`src/rtl/rwks_pkg.sv`:
```
// shared types, constants and float helpers for the key scorer
`default_nettype none

package rwks_pkg;

  localparam int MAX_HEADS  = 64;
  localparam int EMBED_SIZE = 128;
  localparam int HEAD_W     = $clog2(MAX_HEADS);
  localparam int ELEM_W     = $clog2(EMBED_SIZE);
  localparam int HC_W       = 7;
  localparam int FMT_W      = 3;
  localparam int CFG_IDX_W  = 1;
  localparam int CFG_DATA_W = 7;
  localparam int MUL_LAT    = 3;
  localparam int ADD_LAT    = 2;
  localparam int WAIT_W     = 3;
  localparam logic [WAIT_W-1:0] MAC_WAIT = WAIT_W'(MUL_LAT + ADD_LAT);
  localparam logic [WAIT_W-1:0] SCR_WAIT = WAIT_W'(MUL_LAT);

  localparam logic [31:0] QNAN_DEFAULT = 32'hFFC0_0000;
  localparam logic [31:0] QUIET_BIT    = 32'h0040_0000;
  localparam logic [31:0] FP_ZERO      = 32'h0000_0000;

  typedef enum logic [1:0] {
    OP_QUERY  = 2'd0,
    OP_WEIGHT = 2'd1,
    OP_KEY    = 2'd2,
    OP_NONE   = 2'd3
  } op_t;

  typedef enum logic [FMT_W-1:0] {
    FMT_F32  = 3'd0,
    FMT_F16  = 3'd1,
    FMT_BF16 = 3'd2,
    FMT_Q8_0 = 3'd3,
    FMT_Q4_0 = 3'd4,
    FMT_Q4_1 = 3'd5,
    FMT_Q5_0 = 3'd6,
    FMT_Q5_1 = 3'd7
  } fmt_t;

  typedef enum logic [CFG_IDX_W-1:0] {
    REG_KEY_FORMAT = 1'b0,
    REG_HEAD_COUNT = 1'b1
  } reg_t;

  typedef enum logic [3:0] {
    ST_IDLE,
    ST_DMUL,
    ST_DMULW,
    ST_DADD,
    ST_DADDW,
    ST_RD,
    ST_MAC,
    ST_MACW,
    ST_SCR,
    ST_SCRW,
    ST_CHAIN,
    ST_CHAINW,
    ST_MASK,
    ST_MASKW
  } state_t;

  typedef struct packed {
    logic              wr_q;
    logic              wr_w;
    logic [HEAD_W-1:0] head;
    logic [ELEM_W-1:0] elem;
    logic [31:0]       data;
    logic              rd;
    logic              mac;
    logic              score;
    logic              clr;
    logic [HC_W-1:0]   head_count;
  } cell_ctl_t;

  function automatic logic is_nan(input logic [31:0] x);
    return (x[30:23] == 8'hFF) && (x[22:0] != 23'd0);
  endfunction

  function automatic logic is_inf(input logic [31:0] x);
    return (x[30:23] == 8'hFF) && (x[22:0] == 23'd0);
  endfunction

  function automatic logic [4:0] lz24(input logic [23:0] x);
    logic [4:0] pos;
    pos = '0;
    for (int i = 0; i < 24; i++) begin
      if (x[i]) pos = 5'(i);
    end
    return (x == 24'd0) ? 5'd24 : 5'd23 - pos;
  endfunction

  function automatic logic [4:0] lz27(input logic [26:0] x);
    logic [4:0] pos;
    pos = '0;
    for (int i = 0; i < 27; i++) begin
      if (x[i]) pos = 5'(i);
    end
    return (x == 27'd0) ? 5'd27 : 5'd26 - pos;
  endfunction

  function automatic logic [31:0] half_to_float(input logic [15:0] h);
    logic [3:0]  p;
    logic [23:0] t;
    logic [31:0] r;
    p = '0;
    for (int i = 0; i < 10; i++) begin
      if (h[i]) p = 4'(i);
    end
    t = 24'(h[9:0]) << (5'd23 - 5'(p));
    if (h[14:10] == 5'd0) begin
      if (h[9:0] == 10'd0) r = {h[15], 31'd0};
      else r = {h[15], 8'(p) + 8'd103, t[22:0]};
    end else if (h[14:10] == 5'h1F) begin
      r = {h[15], 8'hFF, h[9:0], 13'd0};
    end else begin
      r = {h[15], 8'(h[14:10]) + 8'd112, h[9:0], 13'd0};
    end
    return r;
  endfunction

  function automatic logic [31:0] int_to_float(input logic signed [8:0] v);
    logic [8:0]  mag;
    logic [3:0]  p;
    logic [31:0] t;
    mag = v[8] ? 9'(-v) : 9'(v);
    p = '0;
    for (int i = 0; i < 9; i++) begin
      if (mag[i]) p = 4'(i);
    end
    t = 32'(mag) << (5'd23 - 5'(p));
    return (mag == 9'd0) ? FP_ZERO : {v[8], 8'd127 + 8'(p), t[22:0]};
  endfunction

  function automatic logic [31:0] relu(input logic [31:0] x);
    return (!x[31] && (x[30:0] != 31'd0) && !is_nan(x)) ? x : FP_ZERO;
  endfunction

endpackage

`default_nettype wire

```
`src/rtl/rwks_fmul.sv`:
```
// three stage binary32 multiplier, round to nearest even
`default_nettype none

module rwks_fmul (
  input  logic        clk,
  input  logic        rst_n,
  input  logic        go,
  input  logic [31:0] a,
  input  logic [31:0] b,
  output logic        vld,
  output logic [31:0] p
);

  logic              spec, sgn;
  logic [31:0]       specv;
  logic [7:0]        ea_eff, eb_eff;
  logic [23:0]       ma, mb;
  logic [4:0]        lza, lzb;
  logic signed [9:0] ea_n, eb_n;

  logic              vld0_r, spec0_r, sgn0_r;
  logic [31:0]       specv0_r;
  logic signed [9:0] ea0_r, eb0_r;
  logic [23:0]       ma0_r, mb0_r;

  logic               vld1_r, spec1_r, sgn1_r;
  logic [31:0]        specv1_r;
  logic signed [11:0] e1_r;
  logic [47:0]        prod1_r;

  logic [47:0]        pn, dd;
  logic signed [11:0] ee, tmp;
  logic [5:0]         sh;
  logic               lost, rnd;
  logic [7:0]         ef;
  logic [30:0]        s31;
  logic [31:0]        res;

  logic        vld_r;
  logic [31:0] p_r;

  always_comb begin
    sgn  = a[31] ^ b[31];
    spec = rwks_pkg::is_nan(a) || rwks_pkg::is_nan(b) || rwks_pkg::is_inf(a) ||
           rwks_pkg::is_inf(b) || (a[30:0] == 31'd0) || (b[30:0] == 31'd0);
    if (rwks_pkg::is_nan(a)) begin
      specv = a | rwks_pkg::QUIET_BIT;
    end else if (rwks_pkg::is_nan(b)) begin
      specv = b | rwks_pkg::QUIET_BIT;
    end else if ((rwks_pkg::is_inf(a) && (b[30:0] == 31'd0)) ||
                 (rwks_pkg::is_inf(b) && (a[30:0] == 31'd0))) begin
      specv = rwks_pkg::QNAN_DEFAULT;
    end else if (rwks_pkg::is_inf(a) || rwks_pkg::is_inf(b)) begin
      specv = {sgn, 8'hFF, 23'd0};
    end else begin
      specv = {sgn, 31'd0};
    end
    ea_eff = (a[30:23] == 8'd0) ? 8'd1 : a[30:23];
    eb_eff = (b[30:23] == 8'd0) ? 8'd1 : b[30:23];
    ma     = {a[30:23] != 8'd0, a[22:0]};
    mb     = {b[30:23] != 8'd0, b[22:0]};
    lza    = rwks_pkg::lz24(ma);
    lzb    = rwks_pkg::lz24(mb);
    ea_n   = $signed({2'b00, ea_eff}) - $signed({5'd0, lza});
    eb_n   = $signed({2'b00, eb_eff}) - $signed({5'd0, lzb});
  end

  always_ff @(posedge clk) begin
    if (!rst_n) begin
      vld0_r <= 1'b0;
      vld1_r <= 1'b0;
      vld_r  <= 1'b0;
    end else begin
      vld0_r <= go;
      vld1_r <= vld0_r;
      vld_r  <= vld1_r;
    end
  end

  always_ff @(posedge clk) begin
    spec0_r  <= spec;
    specv0_r <= specv;
    sgn0_r   <= sgn;
    ea0_r    <= ea_n;
    eb0_r    <= eb_n;
    ma0_r    <= ma << lza;
    mb0_r    <= mb << lzb;
    spec1_r  <= spec0_r;
    specv1_r <= specv0_r;
    sgn1_r   <= sgn0_r;
    e1_r     <= $signed({{2{ea0_r[9]}}, ea0_r}) + $signed({{2{eb0_r[9]}}, eb0_r}) - 12'sd127;
    prod1_r  <= ma0_r * mb0_r;
    p_r      <= spec1_r ? specv1_r : res;
  end

  always_comb begin
    if (prod1_r[47]) begin
      pn = prod1_r;
      ee = e1_r + 12'sd1;
    end else begin
      pn = prod1_r << 1;
      ee = e1_r;
    end
    tmp  = 12'sd1 - ee;
    sh   = (ee >= 12'sd1) ? 6'd0 : ((tmp > 12'sd63) ? 6'd63 : tmp[5:0]);
    dd   = pn >> sh;
    lost = |(pn & ~({48{1'b1}} << sh));
    rnd  = dd[23] & (lost | (|dd[22:0]) | dd[24]);
    ef   = (ee >= 12'sd1) ? ee[7:0] : 8'd0;
    s31  = {ef, dd[46:24]} + 31'(rnd);
    res  = (ee >= 12'sd255) ? {sgn1_r, 8'hFF, 23'd0} : {sgn1_r, s31};
  end

  assign vld = vld_r;
  assign p   = p_r;

endmodule

`default_nettype wire

```
`config.mk`:
```
export PLATFORM = sky130hd
export DESIGN_NAME = rwks_fmul
export DESIGN_NICKNAME = d
export VERILOG_FILES = /design/src/rtl/rwks_pkg.sv /design/src/rtl/rwks_fmul.sv
export SDC_FILE = /design/constraint.sdc
export NUM_CORES = 2
export LEC_CHECK = 0
export BUFFER_PORTS_ARGS = -buffer_cell sky130_fd_sc_hd__buf_2
export CORE_AREA = 2 2 171 340
export DETAILED_ROUTE_END_ITERATION = 10
export DIE_AREA = 0 0 173 342
export PLACE_DENSITY = 0.78
export SLEW_MARGIN = 20
export SYNTH_ARGS = -nofsm -noshare
export SYNTH_HDL_FRONTEND = slang
export SYNTH_SLANG_ARGS = --single-unit
export TNS_END_PERCENT = 30
```
`constraint.sdc`:
```
create_clock -name clk -period 7.2 [get_ports clk]
set_clock_uncertainty 0.2 [all_clocks]
set_input_delay 1.8 -clock clk [delete_from_list [all_inputs] [get_ports clk]]
set_output_delay 1.8 -clock clk [all_outputs]
set_load 0.05 [all_outputs]
```
* Word level (Yosys, flattened, before mapping)
Cells that the tools add are included.
** Operators by class
- Add/sub/neg operators :: 9
- Multipliers :: 1
- Order comparisons :: 3
- Equal/unequal tests :: 2
- Shift operators :: 4
- Multiplexer cells :: 61
- Bitwise logic cells :: 6
- Reductions and logical operators :: 28
** Operators by type and width (number)
- 5-bit 2-to-1 mux :: 46
- 32-bit 2-to-1 mux :: 4
- 31-bit zero test :: 2
- 31-bit 2-to-1 mux :: 2
- 48-bit bitwise AND :: 1
- 24-bit zero test :: 2
- 24-bit by 24-bit multiplier with 48-bit output :: 1
- 48-bit 2-to-1 mux :: 1
- 48-bit inverter :: 1
- 48-bit OR reduction :: 1
- 24-bit by 5-bit left shift with 24-bit output :: 2
- 48-bit by 6-bit left shift with 48-bit output (first input constant) :: 1
- 48-bit by 6-bit >> shifter with 47-bit output :: 1
- 23-bit zero test :: 2
- 23-bit nonzero test :: 2
- 31-bit by 1-bit adder with 31-bit output :: 1
- 8-bit 2-to-1 mux :: 3
- 23-bit OR reduction :: 1
- 8-bit by 5-bit subtractor with 9-bit output :: 2
- 8-bit == test (second input constant) :: 2
- 8-bit zero test :: 2
- 8-bit nonzero test :: 2
- 12-bit by 2-bit adder with 12-bit output (second input constant) :: 1
- 12-bit by 2-bit >= comparator with 1-bit output (second input constant) :: 1
- 15 further kinds :: 30
** Storage, ports and cells
- Register bits after elaboration :: 229
- Bits of input ports :: 67
- Logic and storage cells :: 131

* Longest topological paths before layout
- Depth after elaboration :: 26
- Gate-level depth with buffers :: 30
- Depth with buffers taken out :: 29

* Worst setup path after synthesis
Ideal clock, no wire load.
- Kind :: register to register
- From :: register mb0_r[3]
- To :: register prod1_r[47]
- Arrival time :: 7.180 ns
- Data required time :: 6.928 ns
- Slack :: -0.252 ns
- Cell stages (with the launch flop) :: 26
- Clock period less this slack :: 7.452 ns
- Cell sequence :: dfxtp_1 > clkbuf_1 > nand2_1 > fa_1 > inv_1 > fa_1 > fa_1 > fa_1 > fa_1 > inv_1 > fa_1 > inv_1 > fa_1 > ha_1 > a21o_1 > a21oi_1 > o221ai_1 > o21ai_0 > a31oi_1 > o41ai_1 > o31ai_1 > o41a_1 > nor3_1 > o31ai_1 > a21oi_1 > xnor2_1
** On the way
- Cells in the longest elaborated chain, start to end :: 1
** Ends and longest elaborated chain
- from (decl) :: line rwks_fmul.sv:24 : logic [23:0] ma0_r, mb0_r;
- from (signal assigned) :: line rwks_fmul.sv:87 : mb0_r <= mb << lzb;
- 24-bit by 24-bit multiplier with 48-bit output :: line rwks_fmul.sv:92 : prod1_r <= ma0_r * mb0_r;
- to (signal assigned) :: line rwks_fmul.sv:92
- to (decl) :: line rwks_fmul.sv:29 : logic [47:0] prod1_r;
No other way between the ends.
A chain may end at the register's enable or synchronous reset.

* Worst setup path after layout
- From :: register ma0_r[16]
- To :: register prod1_r[44]
** On the way
- Cells in the longest elaborated chain, start to end :: 1
** Ends and longest elaborated chain
- from (decl) :: line rwks_fmul.sv:24
- from (signal assigned) :: line rwks_fmul.sv:86 : ma0_r <= ma << lza;
- 24-bit by 24-bit multiplier with 48-bit output :: line rwks_fmul.sv:92
No other way between the ends.

==> results_dict.tcl <==
set metrics [dict create \
    status "finished, final reports clean" \
    clock_transition_at_the_registers_of_the_reported_paths_ns 0.07 \
    finalWorstPathRequiredPeriod_ns 7.18 \
    postSynth.topFlopCell "sky130_fd_sc_hd__dfxtp_1" \
    global_route.overflow_total 0 \
    syn2layout_area_growth_pct 13.3 \
    wl_per_cell_um 22.8 \
    grtUsageTotal_pct 35.8 \
    h-tree-depth 1 \
    worst-endpoint-arrival_ns 7.43 \
    post_synth_inst_count 3869 \
    final-instance-count-excl-fill 4809 \
    die-area_sq_um 59200 \
    synth_most_common_cell "sky130_fd_sc_hd__nand2_1" \
    ys_top_cells_by_area "sky130_fd_sc_hd__fa_1 (29%), sky130_fd_sc_hd__dfxtp_1 (14%), sky130_fd_sc_hd__ha_1 (7.7%), sky130_fd_sc_hd__nand2_1 (6.5%), sky130_fd_sc_hd__inv_1 (6.3%)" \
    row_count 124 \
    numPortBuffers 99 \
    viasPerCell 6.19 \
    slowest_stage "sky130_fd_sc_hd__fa_1" \
    postSynthNetCount 4622 \
    hold_depth 0 \
    number_of_maximum_capacitance_violations 0 \
    hold_path_startpoint "specv0_r[31]$_DFF_P_" \
    fillers 4569 \
    grt_setup_unrepaired "yes" \
    yosys_warnings 0 \
    clk_root_buffer_cell "sky130_fd_sc_hd__clkbuf_16" \
    detail_route.wirelength_mm 110 \
    floorplan.initialDensity_pct 58.1 \
    fin_nets 4791 \
    antenna_found_initial 0 \
    area_used_by_multi_input_combinational_logic_sq_um 25800 \
    crit_reg_reg_startpoint "ma0_r[16]$_DFF_P_" \
    synth_area_sq_um 33000 \
    synthDominantCellAreaShare_pct 29.3 \
    dpl.hpwl_mm 85.3 \
    post-route-drc-count 0 \
    worst-path-max-fanout 5 \
    drt-pass1-iter-count 6 \
    post_synthesis_cell_type_count 104 \
    cts.path.max_buffers 3 \
    cp-startpoint "ma0_r[16]$_DFF_P_" \
    crit_required_ns 7.44 \
    io_pins 100 \
    timing.hold.ws_ns 0.119 \
    timing_worst_slew_pin_value_ns 1.05 \
    layout-drive-gt1-share_pct 14.3 \
    layout.area.seq_sq_um 4640 \
    antenna_cells 0 \
    pre_cts_ws_ns -0.719 \
    routed-via-count 29700 \
    critPathCaptureType "flop" \
    largest_net_degree_at_the_start_of_global_routing 68 \
    ys_top_cells_by_count "sky130_fd_sc_hd__nand2_1 (570), sky130_fd_sc_hd__inv_1 (552), sky130_fd_sc_hd__fa_1 (483), sky130_fd_sc_hd__and2_1 (236), sky130_fd_sc_hd__dfxtp_1 (228)" \
    setup_ws_post_layout_ns 0.0165 \
    cell_total_after_placement 4723 \
    die_height_um 342 \
    critical_path.max_stage_delay_ns 0.55 \
    hold_path_class "flop to flop" \
    clock_latency_ns 0.57 \
    detailedRoute.firstIterationViolations 2635 \
    postRouteAntennaNets 0 \
    yosys_register_bits 228 \
    final.period_utilization_pct 99.8 \
    gpl.final_weighted_congestion 1.00 \
    max_freq_mhz 139 \
    critical-path-top-cell-by-count "sky130_fd_sc_hd__fa_1" \
    cts.sinks 228 \
    ctsHoldBuffers 0 \
    synth_area_per_cell_sq_um 8.52 \
    tritoncts_clock_tree "yes" \
    die-width_um 173 \
    core_area_sq_um 56800 \
    setup-violations-final 0 \
    fin_util_pct 65.8 \
    first_global_vias 30200 \
    timing_worst_setup_path_type "flop to flop" \
    synthDominantAreaCellType "sky130_fd_sc_hd__fa_1" \
    r2r_cells 28 \
    grt_pass1_wl_mm 165 \
    slew_headroom_pct 30.0 \
    timing.final.max_slew_violations 0 \
    startpoint_type "flop" \
    ys_seq_area_share_pct 13.8 \
    synth_edf_count 0 \
    cts_inserted_buffers 25 \
    async_flop_share_pct 0 \
    finalHoldViolCount 0 \
]
[logic make-up after synthesis]
| group | synth area share [%] |
|---|---|
| buf+inv | 9.24 |
| mux | 5.18 |
| compound gates | 12.7 |
| flops | 13.8 |
| fa+ha+maj | 37.1 |
| xor+xnor | 2.26 |
| simple gates | 19.8 |
[metal layers]
metal / wire length, um / global-route usage [%]
met1: 38800 / 43.1
met2: 51800 / 60.0
met3: 10200 / 5.68
met4: 8770 / 22.2
met5: 0 / 0
[critical path, delay by kind of cell (launching register included)]
family,cells,cell delay [ns]
buffers and inverters,8,0.63
DFF,1,0.39
xor gates and xnor gates,1,0.20
AOI/OAI and AO/OA,7,1.29
and+or+nand+nor,4,0.45
adders and majority gates,8,3.93
[what timing repair did]
item                       4_1_cts  5_1_grt
cloned                           0        4
setup endpoints to repair       17       16
buffers inserted                 3       38
pin swaps                       17       55
gates resized for setup         38      111
[path summary, 6_finish.rpt]
kind,end,slack (ns)
worst max-delay path,prod1_r[44]$_DFF_P_,0.02
worst min-delay path,specv1_r[31]$_DFF_P_,0.12
worst max register to register,prod1_r[44]$_DFF_P_,0.02
worst min register to register,specv1_r[31]$_DFF_P_,0.12
[cells in the final DEF, fill, tap and decap left out, drive strengths merged, types with 14 or more instances in the layout]
master / Yosys / routed
o21ai: 101 / 101
nand3: 111 / 111
nand2b: 16 / 16
nor3: 68 / 68
mux2: 30 / 30
ha: 203 / 203
a31oi: 30 / 30
and3: 24 / 24
dfxtp: 228 / 228
xnor2: 52 / 52
a211oi: 20 / 20
o31ai: 25 / 25
mux2i: 129 / 129
and2: 236 / 236
a21o: 39 / 39
nor2: 170 / 170
o211ai: 40 / 40
or3: 14 / 14
buf: 51 / 361
a22o: 28 / 28
nand4: 37 / 37
a21oi: 118 / 118
or2: 16 / 16
nor4: 29 / 29
o22ai: 21 / 21
nand2: 570 / 570
xor2: 33 / 33
inv: 553 / 557
o21bai: 17 / 17
clkbuf: 173 / 37
fa: 483 / 483
nor2b: 23 / 23
[through the flow]
step	setup TNS [ns]	area, sq um
after detailed placement	-6.31	35500
after floorplan	0	33000
after global placement	-3.25	35500
after CTS	-0.00371	36500
after global routing	-0.934	37400
final	0	37400
[area by class of cell]
| cell class | count | share of cell area (%) |
|---|---|---|
| clock buffer | 32 | 1.86 |
| clock inverter | 10 | 0.305 |
| inverter | 554 | 5.57 |
| multi-input combinational | 2863 | 68.9 |
| sequential | 228 | 12.4 |
| tap | 756 | 2.53 |
| timing repair buffer | 366 | 8.37 |
[state kept, by name, summed over array words and instances, names as in the netlist, 9 cells and up]
signal    count
p            32
specv0_r     32
prod1_r      48
mb0_r        24
eb0_r         9
ea0_r         9
ma0_r        24
e1_r         11
specv1_r     32
Power is not shown: default switching activity piles up to over one toggle a cycle in this logic, so the estimate is an artifact.
