## config.mk

```make
export PLATFORM = sky130hd
export DESIGN_NAME = rwks_fadd
export DESIGN_NICKNAME = d
export VERILOG_FILES = /design/src/rtl/rwks_pkg.sv /design/src/rtl/rwks_fadd.sv
export SDC_FILE = /design/constraint.sdc
export NUM_CORES = 1
export LEC_CHECK = 0
export BUFFER_PORTS_ARGS = -buffer_cell sky130_fd_sc_hd__buf_2
export CORE_ASPECT_RATIO = 1.75
export CORE_MARGIN = 2
export CORE_UTILIZATION = 28
export DETAILED_ROUTE_END_ITERATION = 10
export HOLD_SLACK_MARGIN = 0.05
export PLACE_DENSITY = 0.4
export RECOVER_POWER = 25
export SETUP_SLACK_MARGIN = 0.4
export SLEW_MARGIN = 0
export SYNTH_ARGS = -nofsm -noshare
export SYNTH_HDL_FRONTEND = slang
export SYNTH_SLANG_ARGS = --single-unit
```

## constraint.sdc

```tcl
create_clock -name clk -period 35.3 [get_ports clk]
set_clock_uncertainty 0.1 [all_clocks]
set_input_delay 7.06 -clock clk [delete_from_list [all_inputs] [get_ports clk]]
set_output_delay 7.06 -clock clk [all_outputs]
set_load 0.05 [all_outputs]
```

## src/rtl/rwks_pkg.sv

```systemverilog
// shared types, constants and float helpers for the key scorer
`default_nettype none

package rwks_pkg;

  localparam int MAX_HEADS  = 64;
  localparam int EMBED_SIZE = 128;
  localparam int HEAD_W     = $clog2(MAX_HEADS);
  localparam int ELEM_W     = $clog2(EMBED_SIZE);
  localparam int HC_W       = 7;
  localparam int FMT_W      = 3;
  localparam int CFG_IDX_W  = 1;
  localparam int CFG_DATA_W = 7;
  localparam int MUL_LAT    = 3;
  localparam int ADD_LAT    = 2;
  localparam int WAIT_W     = 3;
  localparam logic [WAIT_W-1:0] MAC_WAIT = WAIT_W'(MUL_LAT + ADD_LAT);
  localparam logic [WAIT_W-1:0] SCR_WAIT = WAIT_W'(MUL_LAT);

  localparam logic [31:0] QNAN_DEFAULT = 32'hFFC0_0000;
  localparam logic [31:0] QUIET_BIT    = 32'h0040_0000;
  localparam logic [31:0] FP_ZERO      = 32'h0000_0000;

  typedef enum logic [1:0] {
    OP_QUERY  = 2'd0,
    OP_WEIGHT = 2'd1,
    OP_KEY    = 2'd2,
    OP_NONE   = 2'd3
  } op_t;

  typedef enum logic [FMT_W-1:0] {
    FMT_F32  = 3'd0,
    FMT_F16  = 3'd1,
    FMT_BF16 = 3'd2,
    FMT_Q8_0 = 3'd3,
    FMT_Q4_0 = 3'd4,
    FMT_Q4_1 = 3'd5,
    FMT_Q5_0 = 3'd6,
    FMT_Q5_1 = 3'd7
  } fmt_t;

  typedef enum logic [CFG_IDX_W-1:0] {
    REG_KEY_FORMAT = 1'b0,
    REG_HEAD_COUNT = 1'b1
  } reg_t;

  typedef enum logic [3:0] {
    ST_IDLE,
    ST_DMUL,
    ST_DMULW,
    ST_DADD,
    ST_DADDW,
    ST_RD,
    ST_MAC,
    ST_MACW,
    ST_SCR,
    ST_SCRW,
    ST_CHAIN,
    ST_CHAINW,
    ST_MASK,
    ST_MASKW
  } state_t;

  typedef struct packed {
    logic              wr_q;
    logic              wr_w;
    logic [HEAD_W-1:0] head;
    logic [ELEM_W-1:0] elem;
    logic [31:0]       data;
    logic              rd;
    logic              mac;
    logic              score;
    logic              clr;
    logic [HC_W-1:0]   head_count;
  } cell_ctl_t;

  function automatic logic is_nan(input logic [31:0] x);
    return (x[30:23] == 8'hFF) && (x[22:0] != 23'd0);
  endfunction

  function automatic logic is_inf(input logic [31:0] x);
    return (x[30:23] == 8'hFF) && (x[22:0] == 23'd0);
  endfunction

  function automatic logic [4:0] lz24(input logic [23:0] x);
    logic [4:0] pos;
    pos = '0;
    for (int i = 0; i < 24; i++) begin
      if (x[i]) pos = 5'(i);
    end
    return (x == 24'd0) ? 5'd24 : 5'd23 - pos;
  endfunction

  function automatic logic [4:0] lz27(input logic [26:0] x);
    logic [4:0] pos;
    pos = '0;
    for (int i = 0; i < 27; i++) begin
      if (x[i]) pos = 5'(i);
    end
    return (x == 27'd0) ? 5'd27 : 5'd26 - pos;
  endfunction

  function automatic logic [31:0] half_to_float(input logic [15:0] h);
    logic [3:0]  p;
    logic [23:0] t;
    logic [31:0] r;
    p = '0;
    for (int i = 0; i < 10; i++) begin
      if (h[i]) p = 4'(i);
    end
    t = 24'(h[9:0]) << (5'd23 - 5'(p));
    if (h[14:10] == 5'd0) begin
      if (h[9:0] == 10'd0) r = {h[15], 31'd0};
      else r = {h[15], 8'(p) + 8'd103, t[22:0]};
    end else if (h[14:10] == 5'h1F) begin
      r = {h[15], 8'hFF, h[9:0], 13'd0};
    end else begin
      r = {h[15], 8'(h[14:10]) + 8'd112, h[9:0], 13'd0};
    end
    return r;
  endfunction

  function automatic logic [31:0] int_to_float(input logic signed [8:0] v);
    logic [8:0]  mag;
    logic [3:0]  p;
    logic [31:0] t;
    mag = v[8] ? 9'(-v) : 9'(v);
    p = '0;
    for (int i = 0; i < 9; i++) begin
      if (mag[i]) p = 4'(i);
    end
    t = 32'(mag) << (5'd23 - 5'(p));
    return (mag == 9'd0) ? FP_ZERO : {v[8], 8'd127 + 8'(p), t[22:0]};
  endfunction

  function automatic logic [31:0] relu(input logic [31:0] x);
    return (!x[31] && (x[30:0] != 31'd0) && !is_nan(x)) ? x : FP_ZERO;
  endfunction

endpackage

`default_nettype wire

```

## src/rtl/rwks_fadd.sv

```systemverilog
// two stage binary32 adder, round to nearest even
`default_nettype none

module rwks_fadd (
  input  logic        clk,
  input  logic        rst_n,
  input  logic        go,
  input  logic [31:0] a,
  input  logic [31:0] b,
  output logic        vld,
  output logic [31:0] s
);

  logic        spec, a_big, sub, stk;
  logic [31:0] specv, big, sml;
  logic [7:0]  eb, es, d;
  logic [4:0]  dc;
  logic [26:0] mbig, msml, al;
  logic [27:0] sum;

  logic        vld0_r, spec0_r, sgn0_r;
  logic [31:0] specv0_r;
  logic [8:0]  e0_r;
  logic [27:0] sum0_r;

  logic [4:0]  lz, sh;
  logic [8:0]  lim, ee;
  logic [26:0] nn;
  logic        rnd;
  logic [7:0]  ef;
  logic [30:0] s31;
  logic [31:0] res;

  logic        vld_r;
  logic [31:0] s_r;

  always_comb begin
    spec = rwks_pkg::is_nan(a) || rwks_pkg::is_nan(b) || rwks_pkg::is_inf(a) ||
           rwks_pkg::is_inf(b) || ((a[30:0] == 31'd0) && (b[30:0] == 31'd0));
    if (rwks_pkg::is_nan(a)) begin
      specv = a | rwks_pkg::QUIET_BIT;
    end else if (rwks_pkg::is_nan(b)) begin
      specv = b | rwks_pkg::QUIET_BIT;
    end else if (rwks_pkg::is_inf(a) && rwks_pkg::is_inf(b) && (a[31] != b[31])) begin
      specv = rwks_pkg::QNAN_DEFAULT;
    end else if (rwks_pkg::is_inf(a)) begin
      specv = a;
    end else if (rwks_pkg::is_inf(b)) begin
      specv = b;
    end else begin
      specv = {a[31] & b[31], 31'd0};
    end
    a_big = a[30:0] >= b[30:0];
    big   = a_big ? a : b;
    sml   = a_big ? b : a;
    sub   = a[31] ^ b[31];
    eb    = (big[30:23] == 8'd0) ? 8'd1 : big[30:23];
    es    = (sml[30:23] == 8'd0) ? 8'd1 : sml[30:23];
    mbig  = {big[30:23] != 8'd0, big[22:0], 3'd0};
    msml  = {sml[30:23] != 8'd0, sml[22:0], 3'd0};
    d     = eb - es;
    dc    = (d > 8'd27) ? 5'd27 : d[4:0];
    stk   = |(msml & ~({27{1'b1}} << dc));
    al    = (msml >> dc) | {26'd0, stk};
    sum   = sub ? ({1'b0, mbig} - {1'b0, al}) : ({1'b0, mbig} + {1'b0, al});
  end

  always_ff @(posedge clk) begin
    if (!rst_n) begin
      vld0_r <= 1'b0;
      vld_r  <= 1'b0;
    end else begin
      vld0_r <= go;
      vld_r  <= vld0_r;
    end
  end

  always_ff @(posedge clk) begin
    spec0_r  <= spec;
    specv0_r <= specv;
    sgn0_r   <= big[31];
    e0_r     <= {1'b0, eb};
    sum0_r   <= sum;
    s_r      <= spec0_r ? specv0_r : res;
  end

  always_comb begin
    lz  = rwks_pkg::lz27(sum0_r[26:0]);
    lim = e0_r - 9'd1;
    sh  = (9'(lz) <= lim) ? lz : lim[4:0];
    if (sum0_r[27]) begin
      nn = {sum0_r[27:2], sum0_r[1] | sum0_r[0]};
      ee = e0_r + 9'd1;
    end else begin
      nn = sum0_r[26:0] << sh;
      ee = e0_r - 9'(sh);
    end
    rnd = nn[2] & (nn[1] | nn[0] | nn[3]);
    ef  = nn[26] ? ee[7:0] : 8'd0;
    s31 = {ef, nn[25:3]} + 31'(rnd);
    if (sum0_r == 28'd0) begin
      res = rwks_pkg::FP_ZERO;
    end else if (ee >= 9'd255) begin
      res = {sgn0_r, 8'hFF, 23'd0};
    end else begin
      res = {sgn0_r, s31};
    end
  end

  assign vld = vld_r;
  assign s   = s_r;

endmodule

`default_nettype wire

```

Yosys cells after proc, flatten, opt, wreduce, memory -nomap -nowiden --
Index checks and enable logic that the tools add are counted.
Word-level totals: register bits after elaboration 104, output and inout port bits 33
Cells by class: equal/unequal tests 3, bitwise operators 9, order comparisons 4, reductions and logical operators 25, multiplexer cells 45, shift-type cells 3, add/subtract/negate cells 8
Operator list (number):
- $mux 32 | 8
- $mux 5 | 28
- $logic_not 31->1 | 2
- $mux 31 | 2
- $logic_not 23->1 | 2
- $reduce_bool 23->1 | 2
- $add 31x1->31 | 1
- $ge 31x31->1 | 1
- $add 27x27->28 | 1
- $logic_not 28->1 | 1
- $mux 28 | 1
- $sub 27x27->28 | 1
- $and 27x27->27 | 1
- $logic_not 27->1 | 1
- $mux 27 | 1
- $not 27->27 | 1
- $or 27x1->27 | 1
- $reduce_or 27->1 | 1
- $shl 27x5->27 | 1
- $shl 27x5->27 const A | 1
- $shr 27x5->27 | 1
- $mux 8 | 3
- $eq 8x8->1 const B | 2
- $logic_not 8->1 | 2
- 18 further kinds | 31

Depth between registers and ports, before layout --
depth after elaboration 39, depth in mapped cells 54, gate-level depth less buffers 47

Worst setup path before layout --
No wires, ideal clock.
path kind input port to flip-flop, start point in b[12], end point reg sum0_r[25], buffers on the path 8, data required time 35.122 ns, stages on the path 50, path slack 18.919 ns, arrival time 16.204 ns, cells stage by stage inv_1 -> ha_1 -> a211oi_1 -> nor2_1 -> o311ai_0 -> a21oi_1 -> nor2_1 -> clkbuf_1 -> clkbuf_1 -> clkbuf_1 -> clkbuf_1 -> nand2_1 -> o211ai_1 -> ha_1 -> inv_1 -> fa_1 -> a211oi_1 -> o21ba_2 -> [14 not listed] -> inv_1 -> fa_1 -> nor2b_1 -> o21ai_0 -> a21oi_1 -> o21ai_0 -> a21oi_1 -> o21bai_1 -> a31o_2 -> or3_1 -> a21oi_1 -> o21bai_1 -> a21oi_1 -> a221o_1 -> a221oi_1 -> o21ai_0 -> o211ai_1 -> nor3_1
Between the ends: word-level cells in the longest chain between the ends 14
Ends and longest elaborated chain:
- from (decl) | RTL line rwks_fadd.sv:9 | input logic [31:0] b,
- $ge 31x31->1 | RTL line rwks_fadd.sv:53 | a_big = a[30:0] >= b[30:0];
- $mux 32 or $mux 31 (tied branches) | RTL line rwks_fadd.sv:54, rwks_fadd.sv:55
- $logic_not 8->1 (on tied branches) | RTL line rwks_fadd.sv:57, rwks_fadd.sv:58
- $mux 8 (on tied branches) | RTL line rwks_fadd.sv:57, rwks_fadd.sv:58
- $sub 8x8->8 | RTL line rwks_fadd.sv:61 | d = eb - es;
- $gt 8x5->1 | RTL line rwks_fadd.sv:62 | dc = (d > 8'd27) ? 5'd27 : d[4:0];
- $mux 5 | RTL line rwks_fadd.sv:62
- $shl 27x5->27 | RTL line rwks_fadd.sv:63 | stk = |(msml & ~({27{1'b1}} << dc));
- $not 27->27 | RTL line rwks_fadd.sv:63
- $and 27x27->27 | RTL line rwks_fadd.sv:63
- $reduce_or 27->1 | RTL line rwks_fadd.sv:63
- $or 27x1->27 | RTL line rwks_fadd.sv:64 | al = (msml >> dc) | {26'd0, stk};
- $add 27x27->28 or $sub 27x27->28 (tied branches) | RTL line rwks_fadd.sv:65 | sum = sub ? ({1'b0, mbig} - {1'b0, al}) : ({1'b0, mbig} + {1'b0, al});
- $mux 28 * | RTL line rwks_fadd.sv:65
- named net sum[25] | RTL line rwks_fadd.sv:19 | logic [27:0] sum;
- to (signal assigned) | RTL line rwks_fadd.sv:83 | sum0_r <= sum;
- to (decl) | RTL line rwks_fadd.sv:24 | logic [27:0] sum0_r;
Mark *: on every way through the listed nets, which the timed path passes. The rest lies on a longest branch. A chain may end at the register's enable or synchronous reset.

Worst setup path in the final report --
start point in b[12], end point reg sum0_r[26]
Between the ends: word-level cells in the longest chain between the ends 14
Ends and longest elaborated chain:
- $ge 31x31->1 * | RTL line rwks_fadd.sv:53
- $mux 32 * | RTL line rwks_fadd.sv:54 | big = a_big ? a : b;
- $logic_not 8->1 | RTL line rwks_fadd.sv:57 | eb = (big[30:23] == 8'd0) ? 8'd1 : big[30:23];
- $mux 8 * | RTL line rwks_fadd.sv:57
- named net eb[1] | RTL line rwks_fadd.sv:16 | logic [7:0] eb, es, d;
- $sub 8x8->8 * | RTL line rwks_fadd.sv:61
- $gt 8x5->1 | RTL line rwks_fadd.sv:62
- $mux 5 * | RTL line rwks_fadd.sv:62
- $shl 27x5->27 | RTL line rwks_fadd.sv:63
- $not 27->27 | RTL line rwks_fadd.sv:63
- $and 27x27->27 | RTL line rwks_fadd.sv:63
- $reduce_or 27->1 | RTL line rwks_fadd.sv:63
- $or 27x1->27 * | RTL line rwks_fadd.sv:64
- $add 27x27->28 or $sub 27x27->28 (tied branches) | RTL line rwks_fadd.sv:65
- $mux 28 * | RTL line rwks_fadd.sv:65
- named net sum[26] | RTL line rwks_fadd.sv:19
Marked as above.

==> results by stage <==
Worst setup path:
- The number of buffers and inverters on the critical path is 4.
- The worst setup path is of the in -> reg kind.
- The kind of launch point of the worst setup path is an input port.
- The most numerous cell on the critical path is sky130_fd_sc_hd__a21o_1.
- The slowest stage cell on the critical path is sky130_fd_sc_hd__a21o_1.
- STA puts the critical path data required time at between 30 and 40 ns.
- STA puts the critical path data arrival time at approximately 18 ns.
- Among cell families on the critical path, the largest total delay comes from compound AO/OA/AOI/OAI gates.
- The endpoint kind of the worst setup timing path is a flop.
- The maximum single-stage delay on the critical path is 0.76 ns.
- In this run the worst path has a maximum fanout of 34.

Logic synthesis:
- The number of unique standard cell types used by synthesis is 98.
- The flip-flop and latch count after synthesis is ~100.
- The sequential element share of the synthesized area is 0.1592.
- In this run the cell area of the synthesized design comes to between 10,000 and 15,000 um^2.
- The async set-reset flop share out of synthesis is 0.
- By area the synthesized netlist is led by sky130_fd_sc_hd__dfxtp_1 (16%), sky130_fd_sc_hd__ha_1 (10%), sky130_fd_sc_hd__a21oi_1 (6.7%), sky130_fd_sc_hd__nand2_1 (5.0%), sky130_fd_sc_hd__mux2i_1 (5.0%).
- The top-area cell type share of the netlist area is 0.1592.
- Counting every instance in the synthesized netlist gives 1,818.
- In this run the mean area of a mapped cell was between 7 and 8 um^2.
- The biggest area contributor in the post-synthesis netlist is sky130_fd_sc_hd__dfxtp_1.
- The post-synth net total is about 2,000.
- The primary flip-flop cell chosen by synthesis mapping is sky130_fd_sc_hd__dfxtp_1.
- In this run, synthesis inferred 0 flip-flops with an integrated enable.
- Yosys printed 0 warnings.

Flow run:
- The count of maximum capacitance violations is 0.

STA:
- Adding up every negative setup slack in the final design gives 0 ns.
- In this run the tightest slew margin relative to its limit is 0.09654.
- The hold violation count in the final report is 0.
- The final-report max-slew violation count is 0.
- The clock period minus final worst setup slack is ~18 ns.
- Setup repair after global routing left no endpoint under its margin.
- The share of the cycle needed by the critical path after routing is 0.5173.
- Setup violations remaining at the end of the flow were counted as 0.
- The slew at the pin closest to its max-slew limit is roughly 1.3 ns.
- The maximum clock frequency is roughly 55 MHz.

GRT:
- The final global-route overflow total is 0.
- The global-route wire length before repair is between 90,000 and 100,000 um.
- The number of global-route vias before repair is ~14,000.
- The number of antenna violations at the first check in global routing is 1.
- In the global route stage, overall resource usage came out at 0.2717.
- The maximum number of pins on one net before global-route repair is 57.

Power:
- Summing internal, switching and leakage power gives 1.512 mW.
- The worst-case IR drop observed on VDD is roughly 0.04 mV.
- In this run the static leakage power is 6.209 nW.
- The power density of the placed cells is 105.8 nW/um^2.

Floorplanning:
- After floorplanning, the core was sized to cover between 40,000 and 50,000 um^2.
- The starting utilization of the core area is 0.2839.
- The number of placed I/O pins is 100.
- In this run the horizontal extent of the chip is 167.4 um.
- The floorplan step defined a die boundary enclosing ~49,000 um^2.
- The floorplan has between 100 and 150 rows.
- The floorplan die height is slightly below 300 um.

Outcome:
- The final reports fail on DRC.
- The flow ran to the end, but the final reports show violations.

CTS:
- TritonCTS created 9 clock buffers.
- The clock net sink count is around 100.
- After clock tree synthesis, the repair step resized 0 gates.
- The cell sitting at the root of the clock tree is a sky130_fd_sc_hd__clkbuf_16.
- The number of hold buffers added after CTS was 0.
- TritonCTS built the clock tree.
- The clock passes through at most 2 buffers.
- The H-tree generated during clock tree synthesis spans 3 levels.
- After clock tree synthesis, the clock-pin slew on the worst setup and hold paths is around 0.080 ns.
- The clock latency reported for the late side of the worst-skew pair is about 0.37 ns.
- Once the clock tree was built, the setup fixing pass inserted 0 buffers.

Placement:
- The final weighted congestion in routability-driven placement is 1.022.
- During placement, the flow inserted port buffers numbering 99.
- The half-perimeter wire length after detailed placement is roughly 56,000 um.

Route:
- In the routed design, unresolved DRC markers number 2.
- Across all layers, the routed design uses between 10,000 and 15,000 vias.
- For this block, the initial DRC count from the detailed router was 935.
- The per-cell via count in the routed design is about 6.0.
- The routed wire length per instance is 27.73 um.
- The overall routed net length is about 68,000 um.
- The number of iterations in the first detailed-routing pass is 11.
- The count of nets left with antenna violations once routing finished came out at 0.

Final layout:
- The sequential cell area in the final layout is ~2100 um^2.
- The net total in the final layout is around 2,000.
- The layout has just over 5,000 filler cells.
- The multi-input logic area is 10,060 um^2.
- The share of final-layout standard cells stronger than drive strength 1 is 0.09660.
- From synthesis to final layout, the design area changed by 9.308%.
- The antenna diode instance count is 0.

Min path:
- The classification of the worst-slack hold path is reg -> reg.
[per-stage QoR]
stage | util | hold slack [ns] | setup WS (ns) | area [um^2] | std cells
after global placement | 0.3047 | 0.3122 | 16.82 | 14040 | 2420
after floorplan | - | 0.2960 | 18.92 | 13080 | 1818
final | 0.3104 | 0.3338 | 17.04 | 14300 | 2436
after global routing | 0.3104 | 0.3794 | 16.22 | 14300 | 2436
after CTS | 0.3110 | 0.3346 | 17.10 | 14330 | 2436
after detailed placement | 0.3047 | 0.3192 | 16.72 | 14040 | 2420
[registers in the layout, summed over array words and instances (netlist names)]
signal,cells
e0_r,8
s,32
sgn0_r,1
spec0_r,1
specv0_r,32
sum0_r,28
vld,1
vld0_r,1
[layout by cell type (no fill, tap or decap), types with 15 or more instances in the layout]
cell,Yosys,layout
sky130_fd_sc_hd__nand2b_1,16,16
sky130_fd_sc_hd__or2_2,18,18
sky130_fd_sc_hd__xnor2_1,46,46
sky130_fd_sc_hd__a211oi_1,27,27
sky130_fd_sc_hd__xor2_1,18,18
sky130_fd_sc_hd__a21o_1,33,33
sky130_fd_sc_hd__a21oi_1,174,174
sky130_fd_sc_hd__buf_4,7,26
sky130_fd_sc_hd__nor4_1,33,33
sky130_fd_sc_hd__buf_2,9,74
sky130_fd_sc_hd__a31oi_1,21,21
sky130_fd_sc_hd__o21bai_1,18,18
sky130_fd_sc_hd__nand2_1,175,174
sky130_fd_sc_hd__a22o_1,51,51
sky130_fd_sc_hd__nor2_1,148,147
sky130_fd_sc_hd__and3_1,18,18
sky130_fd_sc_hd__o22ai_1,15,15
sky130_fd_sc_hd__ha_1,106,106
sky130_fd_sc_hd__nor3_1,48,48
sky130_fd_sc_hd__nand3_1,53,53
sky130_fd_sc_hd__a22oi_1,17,17
sky130_fd_sc_hd__o211ai_1,18,18
sky130_fd_sc_hd__mux2i_1,65,65
sky130_fd_sc_hd__dfxtp_1,104,104
sky130_fd_sc_hd__inv_1,120,120
sky130_fd_sc_hd__o21ai_0,100,100
sky130_fd_sc_hd__clkbuf_1,74,26
sky130_fd_sc_hd__nand4_1,23,23
[power breakdown]
| group | switching [mW] | total (mW) | internal (mW) |
|---|---|---|---|
| Combinational | 0.795 | 1.21 | 0.418 |
| Clock | 0.0499 | 0.0998 | 0.0499 |
| Sequential | 0.0448 | 0.200 | 0.155 |
| Total | 0.890 | 1.51 | 0.622 |
[layout make-up]
cell class	instances	area share
Clock buffer	10	0.01602
Clock inverter	6	0.004376
Inverter	125	0.03299
Multi-Input combinational cell	1483	0.7038
Sequential cell	104	0.1456
Tap cell	583	0.05102
Timing Repair Buffer	125	0.04612
[worst reg2reg max path: stages, from the launching register on]
cell and delay, ns:
sky130_fd_sc_hd__dfxtp_1 0.49, sky130_fd_sc_hd__nor2_1 0.09, sky130_fd_sc_hd__o31ai_1 0.20, sky130_fd_sc_hd__a211oi_1 0.16, sky130_fd_sc_hd__o311ai_0 0.47, sky130_fd_sc_hd__a21oi_1 0.13
sky130_fd_sc_hd__nor4_1 0.70, sky130_fd_sc_hd__or2_2 0.23, sky130_fd_sc_hd__ha_1 0.16, sky130_fd_sc_hd__o21ai_1 0.08, sky130_fd_sc_hd__a21oi_2 0.29, sky130_fd_sc_hd__ha_1 0.30
sky130_fd_sc_hd__a21o_1 0.18, sky130_fd_sc_hd__a21o_1 0.17, sky130_fd_sc_hd__a211o_1 0.31, sky130_fd_sc_hd__o2111a_1 0.39, sky130_fd_sc_hd__a211oi_1 0.68, sky130_fd_sc_hd__or2_1 0.49
sky130_fd_sc_hd__mux2i_1 0.65, sky130_fd_sc_hd__o32a_1 0.49, sky130_fd_sc_hd__o221ai_1 0.20, sky130_fd_sc_hd__a221oi_1 0.64, sky130_fd_sc_hd__nor4b_2 0.20, sky130_fd_sc_hd__nand4_2 0.33
sky130_fd_sc_hd__nor4_1 0.11, sky130_fd_sc_hd__xor2_1 0.18, sky130_fd_sc_hd__a221o_1 0.35
[final timing paths]
check                     from         end  slack (ns)  cells past startpoint
setup / recovery         b[12]  sum0_r[26]       17.04                     43
hold / removal    specv0_r[31]       s[31]        0.33                      2
setup reg to reg     sum0_r[3]       s[25]       26.39                     26
hold reg to reg   specv0_r[31]       s[31]        0.33                      2
[cells in the mapped netlist (8+ instances only)]
library cell	count
sky130_fd_sc_hd__a211oi_1	27
sky130_fd_sc_hd__a21o_1	33
sky130_fd_sc_hd__a21oi_1	174
sky130_fd_sc_hd__a221o_1	11
sky130_fd_sc_hd__a221oi_1	11
sky130_fd_sc_hd__a22o_1	51
sky130_fd_sc_hd__a22oi_1	17
sky130_fd_sc_hd__a31oi_1	21
sky130_fd_sc_hd__and2_1	11
sky130_fd_sc_hd__and3_1	18
sky130_fd_sc_hd__buf_1	11
sky130_fd_sc_hd__buf_2	9
sky130_fd_sc_hd__clkbuf_1	74
sky130_fd_sc_hd__dfxtp_1	104
sky130_fd_sc_hd__ha_1	106
sky130_fd_sc_hd__inv_1	120
sky130_fd_sc_hd__mux2_2	9
sky130_fd_sc_hd__mux2i_1	65
sky130_fd_sc_hd__nand2_1	175
sky130_fd_sc_hd__nand2b_1	16
sky130_fd_sc_hd__nand3_1	53
sky130_fd_sc_hd__nand3b_1	8
sky130_fd_sc_hd__nand4_1	23
sky130_fd_sc_hd__nor2_1	148
sky130_fd_sc_hd__nor2b_1	12
sky130_fd_sc_hd__nor3_1	48
sky130_fd_sc_hd__nor4_1	33
sky130_fd_sc_hd__o211ai_1	18
sky130_fd_sc_hd__o21a_1	8
sky130_fd_sc_hd__o21ai_0	100
sky130_fd_sc_hd__o21bai_1	18
sky130_fd_sc_hd__o221ai_1	8
sky130_fd_sc_hd__o22ai_1	15
sky130_fd_sc_hd__o31ai_1	9
sky130_fd_sc_hd__or2_2	18
sky130_fd_sc_hd__or3_1	12
sky130_fd_sc_hd__or4_1	10
sky130_fd_sc_hd__xnor2_1	46
sky130_fd_sc_hd__xor2_1	18
[routing by layer]
| layer | up-vias | global-route usage | wire length [um] |
|---|---|---|---|
| met5 | - | 0 | 0 |
| met4 | 0 | 0.2206 | 6466 |
| met3 | 222 | 0.02455 | 2703 |
| met2 | 573 | 0.5188 | 35500 |
| met1 | 6956 | 0.2619 | 22880 |
| li1 | 6802 | - | - |
[cells by family after synthesis]
| kind of cell | after synthesis | synth area share |
|---|---|---|
| xor+xnor | 64 | 0.04286 |
| compound gates | 614 | 0.3201 |
| buf+inv | 231 | 0.07252 |
| flops | 104 | 0.1592 |
| fa+ha+maj | 109 | 0.1060 |
| simple gates | 617 | 0.2338 |
| mux | 79 | 0.06553 |
(Power assumes the default switching activity.)
